`config.mk`:
```
export PLATFORM = sky130hd
export DESIGN_NAME = ngram_hash_row_indexer
export DESIGN_NICKNAME = d
export VERILOG_FILES = /design/src/design/nghri_pkg.sv /design/src/design/nghri_datapath.sv /design/src/design/nghri_ctrl.sv /design/src/design/ngram_hash_row_indexer.sv
export SDC_FILE = /design/constraint.sdc
export NUM_CORES = 2
export LEC_CHECK = 0
export BUFFER_PORTS_ARGS = -buffer_cell sky130_fd_sc_hd__buf_4
export CAP_MARGIN = 20
export CORE_MARGIN = 2
export CORE_UTILIZATION = 45
export CTS_BUF_LIST = sky130_fd_sc_hd__clkbuf_16
export DETAILED_ROUTE_END_ITERATION = 8
export PLACE_DENSITY = 0.63
export SYNTH_ARGS = -nofsm -noshare
export SYNTH_HDL_FRONTEND = slang
export SYNTH_HIERARCHICAL = 1
export SYNTH_SLANG_ARGS = --single-unit
export TNS_END_PERCENT = 1
```
`constraint.sdc`:
```
create_clock -name i_clk -period 13.65 [get_ports i_clk]
set_input_delay 0.6825 -clock i_clk [delete_from_list [all_inputs] [get_ports i_clk]]
set_output_delay 0.6825 -clock i_clk [all_outputs]
set_load 0.01 [all_outputs]
```
`src/design/nghri_pkg.sv`:
```
// Package for the n-gram hash row indexer: sizes, operation codes and
// the command and status structs between controller and datapath.
// Depends on nothing.
package nghri_pkg;
    localparam int MAX_GRAM   = 4;
    localparam int MAX_HEADS  = 8;
    localparam int TOKEN_BITS = 20;
    localparam int HIST_DEPTH = MAX_GRAM - 1;
    localparam int MULT_IDX_W = $clog2(MAX_GRAM);
    localparam int HEAD_IDX_W = $clog2(MAX_HEADS);
    localparam int CNT_W      = $clog2(MAX_GRAM);

    localparam logic [1:0] OP_TOKEN  = 2'd0;
    localparam logic [1:0] OP_MULT   = 2'd1;
    localparam logic [1:0] OP_SIZE   = 2'd2;
    localparam logic [1:0] OP_OFFSET = 2'd3;

    localparam logic [1:0] CFG_END_TOKEN = 2'd0;
    localparam logic [1:0] CFG_GRAM_LEN  = 2'd1;
    localparam logic [1:0] CFG_HEADS     = 2'd2;

    typedef struct packed {
        logic                  load_token;
        logic                  clear_mix;
        logic                  mix_step;
        logic [MULT_IDX_W-1:0] mix_q;
        logic                  div_start;
        logic [HEAD_IDX_W-1:0] head;
        logic                  out_load;
        logic                  last;
        logic                  bad;
        logic                  commit;
    } t_cmd;

    typedef struct packed {
        logic div_done;
        logic out_busy;
    } t_status;
endpackage

```
`src/design/nghri_datapath.sv`:
```
// Datapath of the n-gram hash row indexer: tables, history, mix unit,
// bit-serial remainder unit and output register. Uses nghri_pkg.
module nghri_datapath import nghri_pkg::*; (
    input  logic                  i_clk,
    input  logic                  i_rst_n,
    input  t_cmd                  i_cmd,
    output t_status               o_status,
    input  logic [1:0]            i_operation,
    input  logic [2:0]            i_table_slot,
    input  logic [63:0]           i_table_word,
    input  logic                  i_table_we,
    input  logic [TOKEN_BITS-1:0] i_token_id,
    input  logic                  i_starts_sequence,
    input  logic [19:0]           i_end_token,
    input  logic                  i_out_ready,
    output logic                  o_out_valid,
    output logic [2:0]            o_head_number,
    output logic [39:0]           o_row_index,
    output logic                  o_last_of_token,
    output logic                  o_bad_setup
);
    logic [63:0]           r_mult [MAX_GRAM];
    logic [31:0]           r_size [MAX_HEADS];
    logic [39:0]           r_offs [MAX_HEADS];
    logic [TOKEN_BITS-1:0] r_hist [HIST_DEPTH];
    logic [CNT_W-1:0]      r_since;
    logic [TOKEN_BITS-1:0] r_tok;
    logic                  r_start;
    logic [63:0]           r_mix;
    logic [63:0]           r_prod;
    logic [63:0]           r_mag;
    logic                  r_neg;
    logic [31:0]           r_dsize;
    logic [32:0]           r_rem;
    logic [6:0]            r_bit;
    logic                  r_busy;
    logic                  r_done;
    logic                  r_ovalid;
    logic [2:0]            r_ohead;
    logic [39:0]           r_orow;
    logic                  r_olast;
    logic                  r_obad;
    logic [TOKEN_BITS-1:0] w_eos;
    logic [TOKEN_BITS-1:0] w_tsel;
    logic [32:0]           w_shift;
    logic [32:0]           w_diff;
    logic [31:0]           w_res;
    logic [63:0]           w_mix;

    assign w_eos = i_end_token[TOKEN_BITS-1:0];

    always_ff @(posedge i_clk) begin
        if (i_table_we) begin
            unique case (i_operation)
                OP_MULT:   if (32'(i_table_slot) < MAX_GRAM)
                    r_mult[i_table_slot[MULT_IDX_W-1:0]] <= i_table_word;
                OP_SIZE:   if (32'(i_table_slot) < MAX_HEADS)
                    r_size[i_table_slot[HEAD_IDX_W-1:0]] <= i_table_word[31:0];
                OP_OFFSET: if (32'(i_table_slot) < MAX_HEADS)
                    r_offs[i_table_slot[HEAD_IDX_W-1:0]] <= i_table_word[39:0];
                default: ;
            endcase
        end
    end

    always_comb begin
        w_tsel = w_eos;
        if (i_cmd.mix_q == '0) begin
            w_tsel = r_tok;
        end else if (!r_start && (CNT_W'(i_cmd.mix_q) <= r_since)) begin
            w_tsel = r_hist[i_cmd.mix_q - MULT_IDX_W'(1)];
        end
    end

    // The last product of an order is still in r_prod when the remainder starts.
    assign w_mix = r_mix ^ r_prod;

    always_ff @(posedge i_clk) begin
        if (i_cmd.load_token) begin
            r_tok   <= i_token_id;
            r_start <= i_starts_sequence;
        end
        if (i_cmd.clear_mix) begin
            r_mix  <= '0;
            r_prod <= '0;
        end else if (i_cmd.mix_step) begin
            r_prod <= 64'(w_tsel) * r_mult[i_cmd.mix_q];
            r_mix  <= r_mix ^ r_prod;
        end else begin
            r_mix  <= r_mix ^ r_prod;
            r_prod <= '0;
        end
    end

    always_ff @(posedge i_clk) begin
        if (!i_rst_n) begin
            r_since <= '0;
            for (int i = 0; i < HIST_DEPTH; i++) r_hist[i] <= '0;
        end else if (i_cmd.commit) begin
            for (int i = HIST_DEPTH - 1; i > 0; i--)
                r_hist[i] <= r_start ? TOKEN_BITS'(0) : r_hist[i-1];
            r_hist[0] <= r_tok;
            if (r_tok == w_eos) begin
                r_since <= '0;
            end else if (r_start) begin
                r_since <= CNT_W'(1);
            end else if (32'(r_since) < HIST_DEPTH) begin
                r_since <= r_since + CNT_W'(1);
            end
        end
    end

    assign w_shift = {r_rem[31:0], r_mag[63]};
    assign w_diff  = w_shift - {1'b0, r_dsize};

    always_comb begin
        w_res = r_rem[31:0];
        if (r_dsize == '0) begin
            w_res = '0;
        end else if (r_neg && r_rem[31:0] != '0) begin
            w_res = r_dsize - r_rem[31:0];
        end
    end

    always_ff @(posedge i_clk) begin
        if (!i_rst_n) begin
            r_busy <= 1'b0;
            r_done <= 1'b0;
        end else if (i_cmd.div_start) begin
            r_busy  <= 1'b1;
            r_done  <= 1'b0;
            r_neg   <= w_mix[63];
            r_mag   <= w_mix[63] ? (~w_mix + 64'd1) : w_mix;
            r_dsize <= r_size[i_cmd.head];
            r_rem   <= '0;
            r_bit   <= 7'd64;
        end else if (r_busy) begin
            r_mag <= {r_mag[62:0], 1'b0};
            r_rem <= w_diff[32] ? w_shift : w_diff;
            r_bit <= r_bit - 7'd1;
            if (r_bit == 7'd1) begin
                r_busy <= 1'b0;
                r_done <= 1'b1;
            end
        end else begin
            r_done <= 1'b0;
        end
    end

    always_ff @(posedge i_clk) begin
        if (!i_rst_n) begin
            r_ovalid <= 1'b0;
        end else if (i_cmd.out_load) begin
            r_ovalid <= 1'b1;
            r_ohead  <= i_cmd.bad ? 3'd0 : 3'(i_cmd.head);
            r_orow   <= i_cmd.bad ? 40'd0 : 40'(w_res) + r_offs[i_cmd.head];
            r_olast  <= i_cmd.last;
            r_obad   <= i_cmd.bad;
        end else if (i_out_ready) begin
            r_ovalid <= 1'b0;
        end
    end

    assign o_status.div_done = r_done;
    assign o_status.out_busy = r_ovalid && !i_out_ready;
    assign o_out_valid     = r_ovalid;
    assign o_head_number   = r_ohead;
    assign o_row_index     = r_orow;
    assign o_last_of_token = r_olast;
    assign o_bad_setup     = r_obad;
endmodule

```
`src/design/nghri_ctrl.sv`:
```
// Controller of the n-gram hash row indexer: steps orders, mix terms and
// heads, and sequences the remainder unit. Uses nghri_pkg.
module nghri_ctrl import nghri_pkg::*; (
    input  logic       i_clk,
    input  logic       i_rst_n,
    input  logic       i_in_valid,
    output logic       o_in_ready,
    input  logic [1:0] i_operation,
    input  logic [2:0] i_gram_length,
    input  logic [3:0] i_heads_per_order,
    input  t_status    i_status,
    output t_cmd       o_cmd,
    output logic       o_table_we
);
    localparam logic [2:0] S_IDLE = 3'd0;
    localparam logic [2:0] S_MIX  = 3'd1;
    localparam logic [2:0] S_DIV  = 3'd2;
    localparam logic [2:0] S_WAIT = 3'd3;
    localparam logic [2:0] S_OUT  = 3'd4;
    localparam logic [2:0] S_BAD  = 3'd5;
    localparam logic [2:0] S_END  = 3'd6;

    logic [2:0]            r_state, n_state;
    logic [3:0]            r_p, n_p;
    logic [3:0]            r_q, n_q;
    logic [3:0]            r_h, n_h;
    logic [HEAD_IDX_W-1:0] r_head, n_head;
    logic [7:0]            w_total;
    logic                  w_none;
    logic                  w_bad;
    logic                  w_acc;

    assign w_total = 8'(i_gram_length - 3'd1) * 8'(i_heads_per_order);
    assign w_none  = (i_gram_length < 3'd2) || (i_heads_per_order == 4'd0);
    assign w_bad   = (32'(w_total) > MAX_HEADS) || (32'(i_gram_length) > MAX_GRAM);
    assign o_in_ready = (r_state == S_IDLE);
    assign w_acc   = i_in_valid && o_in_ready;
    assign o_table_we = w_acc && (i_operation != OP_TOKEN);

    always_comb begin
        n_state = r_state;
        n_p = r_p;
        n_q = r_q;
        n_h = r_h;
        n_head = r_head;
        o_cmd = '0;
        o_cmd.head  = r_head;
        o_cmd.mix_q = r_q[MULT_IDX_W-1:0];
        unique case (r_state)
            S_IDLE: if (w_acc && i_operation == OP_TOKEN) begin
                o_cmd.load_token = 1'b1;
                o_cmd.clear_mix  = 1'b1;
                n_p = 4'd1;
                n_q = 4'd0;
                n_h = 4'd0;
                n_head = '0;
                priority if (w_none) n_state = S_END;
                else if (w_bad) n_state = S_BAD;
                else n_state = S_MIX;
            end
            S_MIX: begin
                o_cmd.mix_step = 1'b1;
                if (r_q == r_p) begin
                    n_state = S_DIV;
                end else begin
                    n_q = r_q + 4'd1;
                end
            end
            S_DIV: begin
                o_cmd.div_start = 1'b1;
                n_state = S_WAIT;
            end
            S_WAIT: if (i_status.div_done) n_state = S_OUT;
            S_OUT: if (!i_status.out_busy) begin
                o_cmd.out_load = 1'b1;
                o_cmd.last = (8'(r_head) + 8'd1 == w_total);
                n_head = r_head + HEAD_IDX_W'(1);
                priority if (8'(r_head) + 8'd1 == w_total) begin
                    n_state = S_END;
                end else if (r_h + 4'd1 == i_heads_per_order) begin
                    n_h = 4'd0;
                    n_p = r_p + 4'd1;
                    n_q = 4'd0;
                    o_cmd.clear_mix = 1'b1;
                    n_state = S_MIX;
                end else begin
                    n_h = r_h + 4'd1;
                    n_state = S_DIV;
                end
            end
            S_BAD: if (!i_status.out_busy) begin
                o_cmd.out_load = 1'b1;
                o_cmd.last = 1'b1;
                o_cmd.bad  = 1'b1;
                n_state = S_END;
            end
            S_END: begin
                o_cmd.commit = 1'b1;
                n_state = S_IDLE;
            end
            default: n_state = S_IDLE;
        endcase
    end

    always_ff @(posedge i_clk) begin
        if (!i_rst_n) begin
            r_state <= S_IDLE;
            r_p <= '0;
            r_q <= '0;
            r_h <= '0;
            r_head <= '0;
        end else begin
            r_state <= n_state;
            r_p <= n_p;
            r_q <= n_q;
            r_h <= n_h;
            r_head <= n_head;
        end
    end
endmodule

```
`src/design/ngram_hash_row_indexer.sv`:
```
// Top level of the n-gram hash row indexer: configuration registers,
// controller and datapath. Uses nghri_pkg, nghri_ctrl and nghri_datapath.
// Usage: an input request carries an operation. Table writes (multiplier,
// head size, head offset) are written directly and give no result.
// A token request gives one result request per head, in head order, the
// last one marked; a bad head setup gives a single error result instead.
// Configuration writes (end token, gram length, heads per order) use their
// own channel, always ready; they are to be made only while the block is idle, which the block does not enforce.
// Timing: each head's result comes from the bit-serial 64-step remainder
// unit shared by all heads, after the mixing of its order. One token is
// worked on at a time; input ready is high only between tokens.
// Reset clears the history, the controller and the output valid flag and
// loads the configuration defaults; the tables hold nothing until written.
// If the receiver stalls, the output register holds its result and the
// controller waits before loading the next one.
module ngram_hash_row_indexer import nghri_pkg::*; (
    input  logic                  i_clk,
    input  logic                  i_rst_n,
    input  logic                  i_in_valid,
    output logic                  o_in_ready,
    input  logic [1:0]            i_operation,
    input  logic [2:0]            i_table_slot,
    input  logic [63:0]           i_table_word,
    input  logic [TOKEN_BITS-1:0] i_token_id,
    input  logic                  i_starts_sequence,
    input  logic                  i_cfg_valid,
    output logic                  o_cfg_ready,
    input  logic [1:0]            i_cfg_index,
    input  logic [19:0]           i_cfg_data,
    output logic                  o_out_valid,
    input  logic                  i_out_ready,
    output logic [2:0]            o_head_number,
    output logic [39:0]           o_row_index,
    output logic                  o_last_of_token,
    output logic                  o_bad_setup
);
    logic [19:0] r_end_token;
    logic [2:0]  r_gram_length;
    logic [3:0]  r_heads;
    t_cmd        w_cmd;
    t_status     w_status;
    logic        w_table_we;

    assign o_cfg_ready = 1'b1;

    always_ff @(posedge i_clk) begin
        if (!i_rst_n) begin
            r_end_token   <= '0;
            r_gram_length <= 3'd3;
            r_heads       <= 4'd2;
        end else if (i_cfg_valid) begin
            unique case (i_cfg_index)
                CFG_END_TOKEN: r_end_token   <= i_cfg_data;
                CFG_GRAM_LEN:  r_gram_length <= i_cfg_data[2:0];
                CFG_HEADS:     r_heads       <= i_cfg_data[3:0];
                default: ;
            endcase
        end
    end

    nghri_ctrl u_ctrl (
        .i_clk             (i_clk),
        .i_rst_n           (i_rst_n),
        .i_in_valid        (i_in_valid),
        .o_in_ready        (o_in_ready),
        .i_operation       (i_operation),
        .i_gram_length     (r_gram_length),
        .i_heads_per_order (r_heads),
        .i_status          (w_status),
        .o_cmd             (w_cmd),
        .o_table_we        (w_table_we)
    );

    nghri_datapath u_dp (
        .i_clk             (i_clk),
        .i_rst_n           (i_rst_n),
        .i_cmd             (w_cmd),
        .o_status          (w_status),
        .i_operation       (i_operation),
        .i_table_slot      (i_table_slot),
        .i_table_word      (i_table_word),
        .i_table_we        (w_table_we),
        .i_token_id        (i_token_id),
        .i_starts_sequence (i_starts_sequence),
        .i_end_token       (r_end_token),
        .i_out_ready       (i_out_ready),
        .o_out_valid       (o_out_valid),
        .o_head_number     (o_head_number),
        .o_row_index       (o_row_index),
        .o_last_of_token   (o_last_of_token),
        .o_bad_setup       (o_bad_setup)
    );
endmodule
```
# Word-level counts from Yosys, hierarchy flattened
# Memories as Yosys holds them, arrays and structs flattened. A register that Yosys moved wholly into a read port is not among the register bits.
# Cells that the tools add are included.
# totals
reg_bits	348
latchBits	0
ram_bits	892
rom_bits	0
input_bits	117
out_inout_bits	48
n_memories	4
# mem_list
name	words	width	read_ports	rd_clocked_by_memory_dff	write_ports	line_no	text
u_dp.r_offs	8	40	1	1	1	nghri_datapath.sv:24	logic [39:0] r_offs [MAX_HEADS];
u_dp.r_mult	4	64	1	1	1	nghri_datapath.sv:22	logic [63:0] r_mult [MAX_GRAM];
u_dp.r_size	8	32	1	1	1	nghri_datapath.sv:23	logic [31:0] r_size [MAX_HEADS];
u_dp.r_hist	3	20	3	0	3	nghri_datapath.sv:25	logic [TOKEN_BITS-1:0] r_hist [HIST_DEPTH];
# op_classes
add_sub_neg	13
mul	2
div	0
n_lt_le_gt_ge	6
eq_ne	24
shifts	0
muxes	82
n_bitwise	8
reduce_logical	37
# op_table
operator	n
$mux W64	3
$mux W20	7
$mux W32	4
$add A64 B1 Y64 const B	1
$mul A20 B64 Y64	1
$not A64 Y64	1
$xor A64 B64 Y64	1
$mux W4	12
$add A32 B40 Y40	1
$mux W3	13
$sub A33 B32 Y33	1
$logic_not A32 Y1	1
$reduce_bool A32 Y1	1
$sub A32 B32 Y32	1
$mux W1	27
$eq A20 B20 Y1	1
$pmux W3 S6	1
$mux W2	8
$pmux W4 S2	2
$reduce_and A2 Y1	7
$add A4 B1 Y4 const B	3
$pmux W4 S3	1
$ne A2 B2 Y1 const B	5
$reduce_and A5 Y1	2
41 further kinds	67

# Longest topological paths before layout
# logic_depth
depth_word	8
ltp_mapped	44
mapped_depth_nobuf	33

# By module
# The synthesis kept the hierarchy.
# modules_own_cells
mod	n_inst	cells_per_inst	area_per_inst_um2	seq_area_each_um2
nghri_datapath	1	7115	84607.4	35514.1
nghri_ctrl	1	222	1884.3	360.3
ngram_hash_row_indexer	1	115	1092.3	540.5

# Worst setup path after synthesis
# No wires, ideal clock.
# synth_timing
path_type	register to register
startpoint	reg u_ctrl.r_q[0]
endpoint	reg u_dp.r_prod[63]
arrival_ns	9.947
required_time_ns	13.522
slack_ns	3.576
stages_incl_launch_ff	43
period_less_slack_ns	10.074
path_cell_list	dfxtp_1 buf_4 buf_2 buf_4 buf_4 buf_2 buf_2 buf_2 inv_1 ha_1 buf_1 clkbuf_1 nor2_1 a21oi_1 mux2i_1 o21ai_0 clkbuf_1 clkbuf_1 (+7 left out) fa_1 fa_1 fa_1 inv_1 fa_1 inv_1 ha_1 clkbuf_1 nand4_1 or2_0 or3_1 or3_1 and3_1 o31ai_1 nand4_1 and4b_1 xnor2_1 nor2_1
# synth_via
elab_chain_len	5
elab_cells_between_ends	8
cone_classes	1 x add/sub; 1 x mul; 1 x order compare; 2 x mux; 2 x reduce/logical; 1 x memory
# synth_lines
item	line_no	text
start, declared	nghri_ctrl.sv:25	logic [3:0] r_q, n_q;
start signal, assigned	nghri_ctrl.sv:115	r_q <= n_q;
$sub A2 B1 Y2 / $le A2 B2 Y1 (equally long branches)	nghri_datapath.sv:71, nghri_datapath.sv:70	
$mem_v2 Z3 W20 / $logic_and A1 B1 Y1 (equally long branches)	-	
$mux W20	nghri_datapath.sv:70	end else if (!r_start && (CNT_W'(i_cmd.mix_q) <= r_since)) begin
$mux W20 (*)	nghri_datapath.sv:68	if (i_cmd.mix_q == '0) begin
$mul A20 B64 Y64 (*)	nghri_datapath.sv:87	r_prod <= 64'(w_tsel) * r_mult[i_cmd.mix_q];
end signal, assigned	nghri_datapath.sv:87	
end, declared	nghri_datapath.sv:30	logic [63:0] r_prod;
# Mark *: on every way between the ends. The rest lies on a longest branch, timed or not.
# A chain may end at the register's enable or synchronous reset.

# Worst setup path after layout
# layout_timing
startpoint	reg u_ctrl.r_q[0]
endpoint	reg u_dp.r_prod[62]
# Same word-level chain as after synthesis.

==> results.md <==
* Status: finished, final reports clean
* GR Layer Usage met3 at 0.0588
* CTS Root Cell: clkbuf_16
* Pin slew with the least headroom to its limit at 1.11 ns
* Clock Sinks at 1272
* Clk_lat worst skew at 0.82 ns
* Die area at 198000 µm²
* FP Rows at between 150 and 200
* R2r setup slk at 3.16 ns
* TritonRoute pass-1 iters at 6
* # fillers at 16800
* Tcrit/Tclk final at 0.769
* Max Clock Skew at ~0.063 ns
* I/O Buffers at 163
* Grt met2 use at 0.366
* Final Wtd Congestion at 0.933
* Worst EP arrival at 11.15 ns
* Gr busiest metal: met2
* Post-CTS Resized at 0
* Hold Startpoint: i_token_id[17]
* DRC at 0
* Placed Cells at a little under 10000
* Layout Cells excl Fill at ~10000
* Mapped Cells at 7452
* R2r worst-path depth at 31
* CTS Hold Bufs at 2
* Slowest stage cell, crit path: dfxtp_4
* H-tree Lvls at 4
* Post-synthesis sequential area ratio at 0.416
* CP required at 14.31 ns
* WL final at between 200000 and 250000 µm
* Post-synth EDFFs at between 1000 and 1500
* Setup violators final at 0
* R2r startpoint: u_ctrl/r_q[0]
* Crit Path Max Fanout at 43
* Global-route wire length before repair at 357000 µm
* Max Cap Viol at 0
* Netlist cell types at 95
* Max Root-Sink Buffers at 3
* Layout cells sized above 1 at 0.117
* Mux cell area share after synthesis at 0.0799
* Layout area overhead at 9.90%
* Overflow after GRT at 0
* Worst min path class: primary input to flip-flop
* Initial DRC Count at ~5000
* Via count at around 56000
* Final max-slew violation count at 0
* Avg Inst Size Synth at 11.8 µm²
* Reg clk slew, reported paths at 0.06 ns
* Synth Area in XOR/XNOR at 0.0347
* Vias in the first global route at 58500
* Flops & latches, synth at 1272
* Routing usage on met1 at 0.338
* GRT Util Overall at 0.238
* Area of the multi-input gates at about 46000 µm²
* Die H at 445 µm
* Core Region at 193000 µm²
* Most used cell, CP: fa_1
* CTS tree: done
* Ys async rst share at 0
* Post-route ant nets at 0
* Vias per cell at between 5 and 6
* Post-Route Utilization at 0.499
* Kind of critical path: flip-flop to flip-flop
* Syn. warnings at 6
* Synthesized area at 87600 µm²
* Type of origin of the critical path: flip-flop
* Dominant synthesized flop cell: edfxtp_1
* Initial core utilization at 0.454
* Final net count at 8777
* Fin Setup TNS at 0 ns
* Chip Width at 445 µm
* Sequential cell area at 36400 µm²
* Total CTS buffers at between 100 and 150
* Post-Synth Simple-Gate Area at 0.109
* Unrepaired setup endpoints after global routing: false
* IO Count at around 170
* Final hold violation count at 0
* Yosys top cell area share at 0.375
* Slew headroom at 0.254
* Post-CTS setup buffer count at 0
* Worst hold stages at 1
* Antenna violations before repair at 13
* Largest net degree at the start of global routing at 109
* Largest family of logic cells by synthesized area: adder cells
* Synth Area in Adders at 0.248
* Slowest stage delay, CP at 0.89 ns
* Cell taking the most area after synthesis: edfxtp_1
* Wirelength per Cell at 23.1 µm
* Setup crit end kind: flip-flop
* Hold EP: u_dp/r_tok[17]
* Synth area leaders: edfxtp_1 (38%), fa_1 (21%), mux4_2 (4.8%)
* FMAX at 95.3 MHz
* Compound-cell area share of the yosys netlist at 0.0519
* Post-DP HPWL at 165000 µm
* Net count after synthesis at a little under 9000
* Reg-to-Reg End: u_dp/r_prod[62]
* Period minus WS final at 10.49 ns
==> sequential cells by signal, indices dropped and copies added (netlist names), 4 cells and up <==
register and cells:
u_dp/r_hist 60, u_dp/r_mult 256, u_dp/r_mix 64, u_dp/o_row_index 40, u_dp/r_prod 64, r_end_token 20
u_ctrl/r_q 4, u_dp/r_rem 32, u_dp/r_bit 7, u_dp/r_offs 320, u_dp/r_tok 20, u_dp/r_mag 64
u_dp/r_size 256, u_ctrl/r_h 4, u_ctrl/r_p 4, r_heads 4, u_dp/r_dsize 32
==> worst max-delay path, delay by kind of cell (launching register included) <==
kind	cells	cell delay (ns)
AO/OA/AOI/OAI	7	2.55
XOR/XNOR	1	0.18
adder cells (fa/ha/maj)	9	4.20
buffers and inverters	6	1.31
flip-flops	1	0.89
multiplexers	1	0.19
AND/OR/NAND/NOR	7	0.94
==> cells in the mapped netlist, types with 11 or more instances <==
cell	count
a211oi_1	19
a21boi_0	11
a21o_1	95
a21oi_1	203
a31oi_1	30
and2_1	260
and3_1	46
buf_1	28
buf_2	12
buf_4	11
clkbuf_1	305
dfxtp_1	178
edfxtp_1	1094
fa_1	937
ha_1	235
inv_1	1034
mux2_2	142
mux2i_1	119
mux4_2	187
nand2_1	927
nand2b_1	27
nand3_1	38
nand4_1	36
nor2_1	557
nor2b_1	53
nor3_1	48
nor3b_1	11
nor4_1	30
o211ai_1	18
o21a_1	63
o21ai_0	121
o21ai_1	38
o21bai_1	14
o31ai_1	15
or2_2	11
or3_1	13
xnor2_1	237
xor2_1	100
==> cell families after synthesis <==
family | after synthesis
other | 1
buffers and inverters | 1399
adders and majority gates | 1172
xor gates and xnor gates | 341
and+or+nand+nor | 2109
muxes | 448
DFF | 1272
AOI/OAI and AO/OA | 710
==> cell usage in the layout (no fill, tap or decap), drive strengths merged, types with 101 or more instances in the layout <==
cell type     n
and2        261
mux2i       119
ha          235
dfxtp       178
clkbuf      139
edfxtp     1094
a21oi       206
xnor2       238
xor2        101
mux2        142
nand2       927
buf         260
nor2        557
fa          937
o21ai       159
inv        1076
mux4        187
==> area by class of cell <==
type,count,share of cell area
tap,2526,0.0328
clock inverter,103,0.0105
timing repair buffer,262,0.0211
sequential,1272,0.379
clock buffer,139,0.0361
inverter,1035,0.0404
antenna,2,0.0000520
multi-input combinational,4781,0.480
==> per-stage QoR <==
stage | cell area (µm²) | worst slack, ns | hold slack [ns]
detailed placement | 91700 | 3.28 | 0.476
floorplan | 87600 | 3.58 | 0.453
global route | 96200 | 2.67 | 0.0333
finish | 96300 | 3.16 | 0.0672
global placement | 91600 | 3.17 | 0.465
CTS | 96200 | 3.25 | 0.00253
==> worst max path at each step <==
stage | endpoint | startpoint | cells after the start
CTS | u_dp/r_prod[62] | u_ctrl/r_q[0] | 31
floorplan | u_dp/r_prod[63] | u_ctrl/r_q[0] | 42
detailed placement | u_dp/r_prod[62] | u_ctrl/r_q[0] | 31
global route | u_dp/r_prod[62] | u_ctrl/r_q[0] | 31
finish | u_dp/r_prod[62] | u_ctrl/r_q[0] | 31
global placement | u_dp/r_prod[63] | u_ctrl/r_q[0] | 31
==> routing by layer <==
metal  part of all wire  up-vias
met5            0.00029        -
met2               0.45     2242
met3              0.091      335
li1                   -    24700
met1               0.43    29200
met4              0.024       10
Power is left out: the tool's default activity adds up to more than one toggle a clock period on the data nets, which glitch-free logic cannot reach.
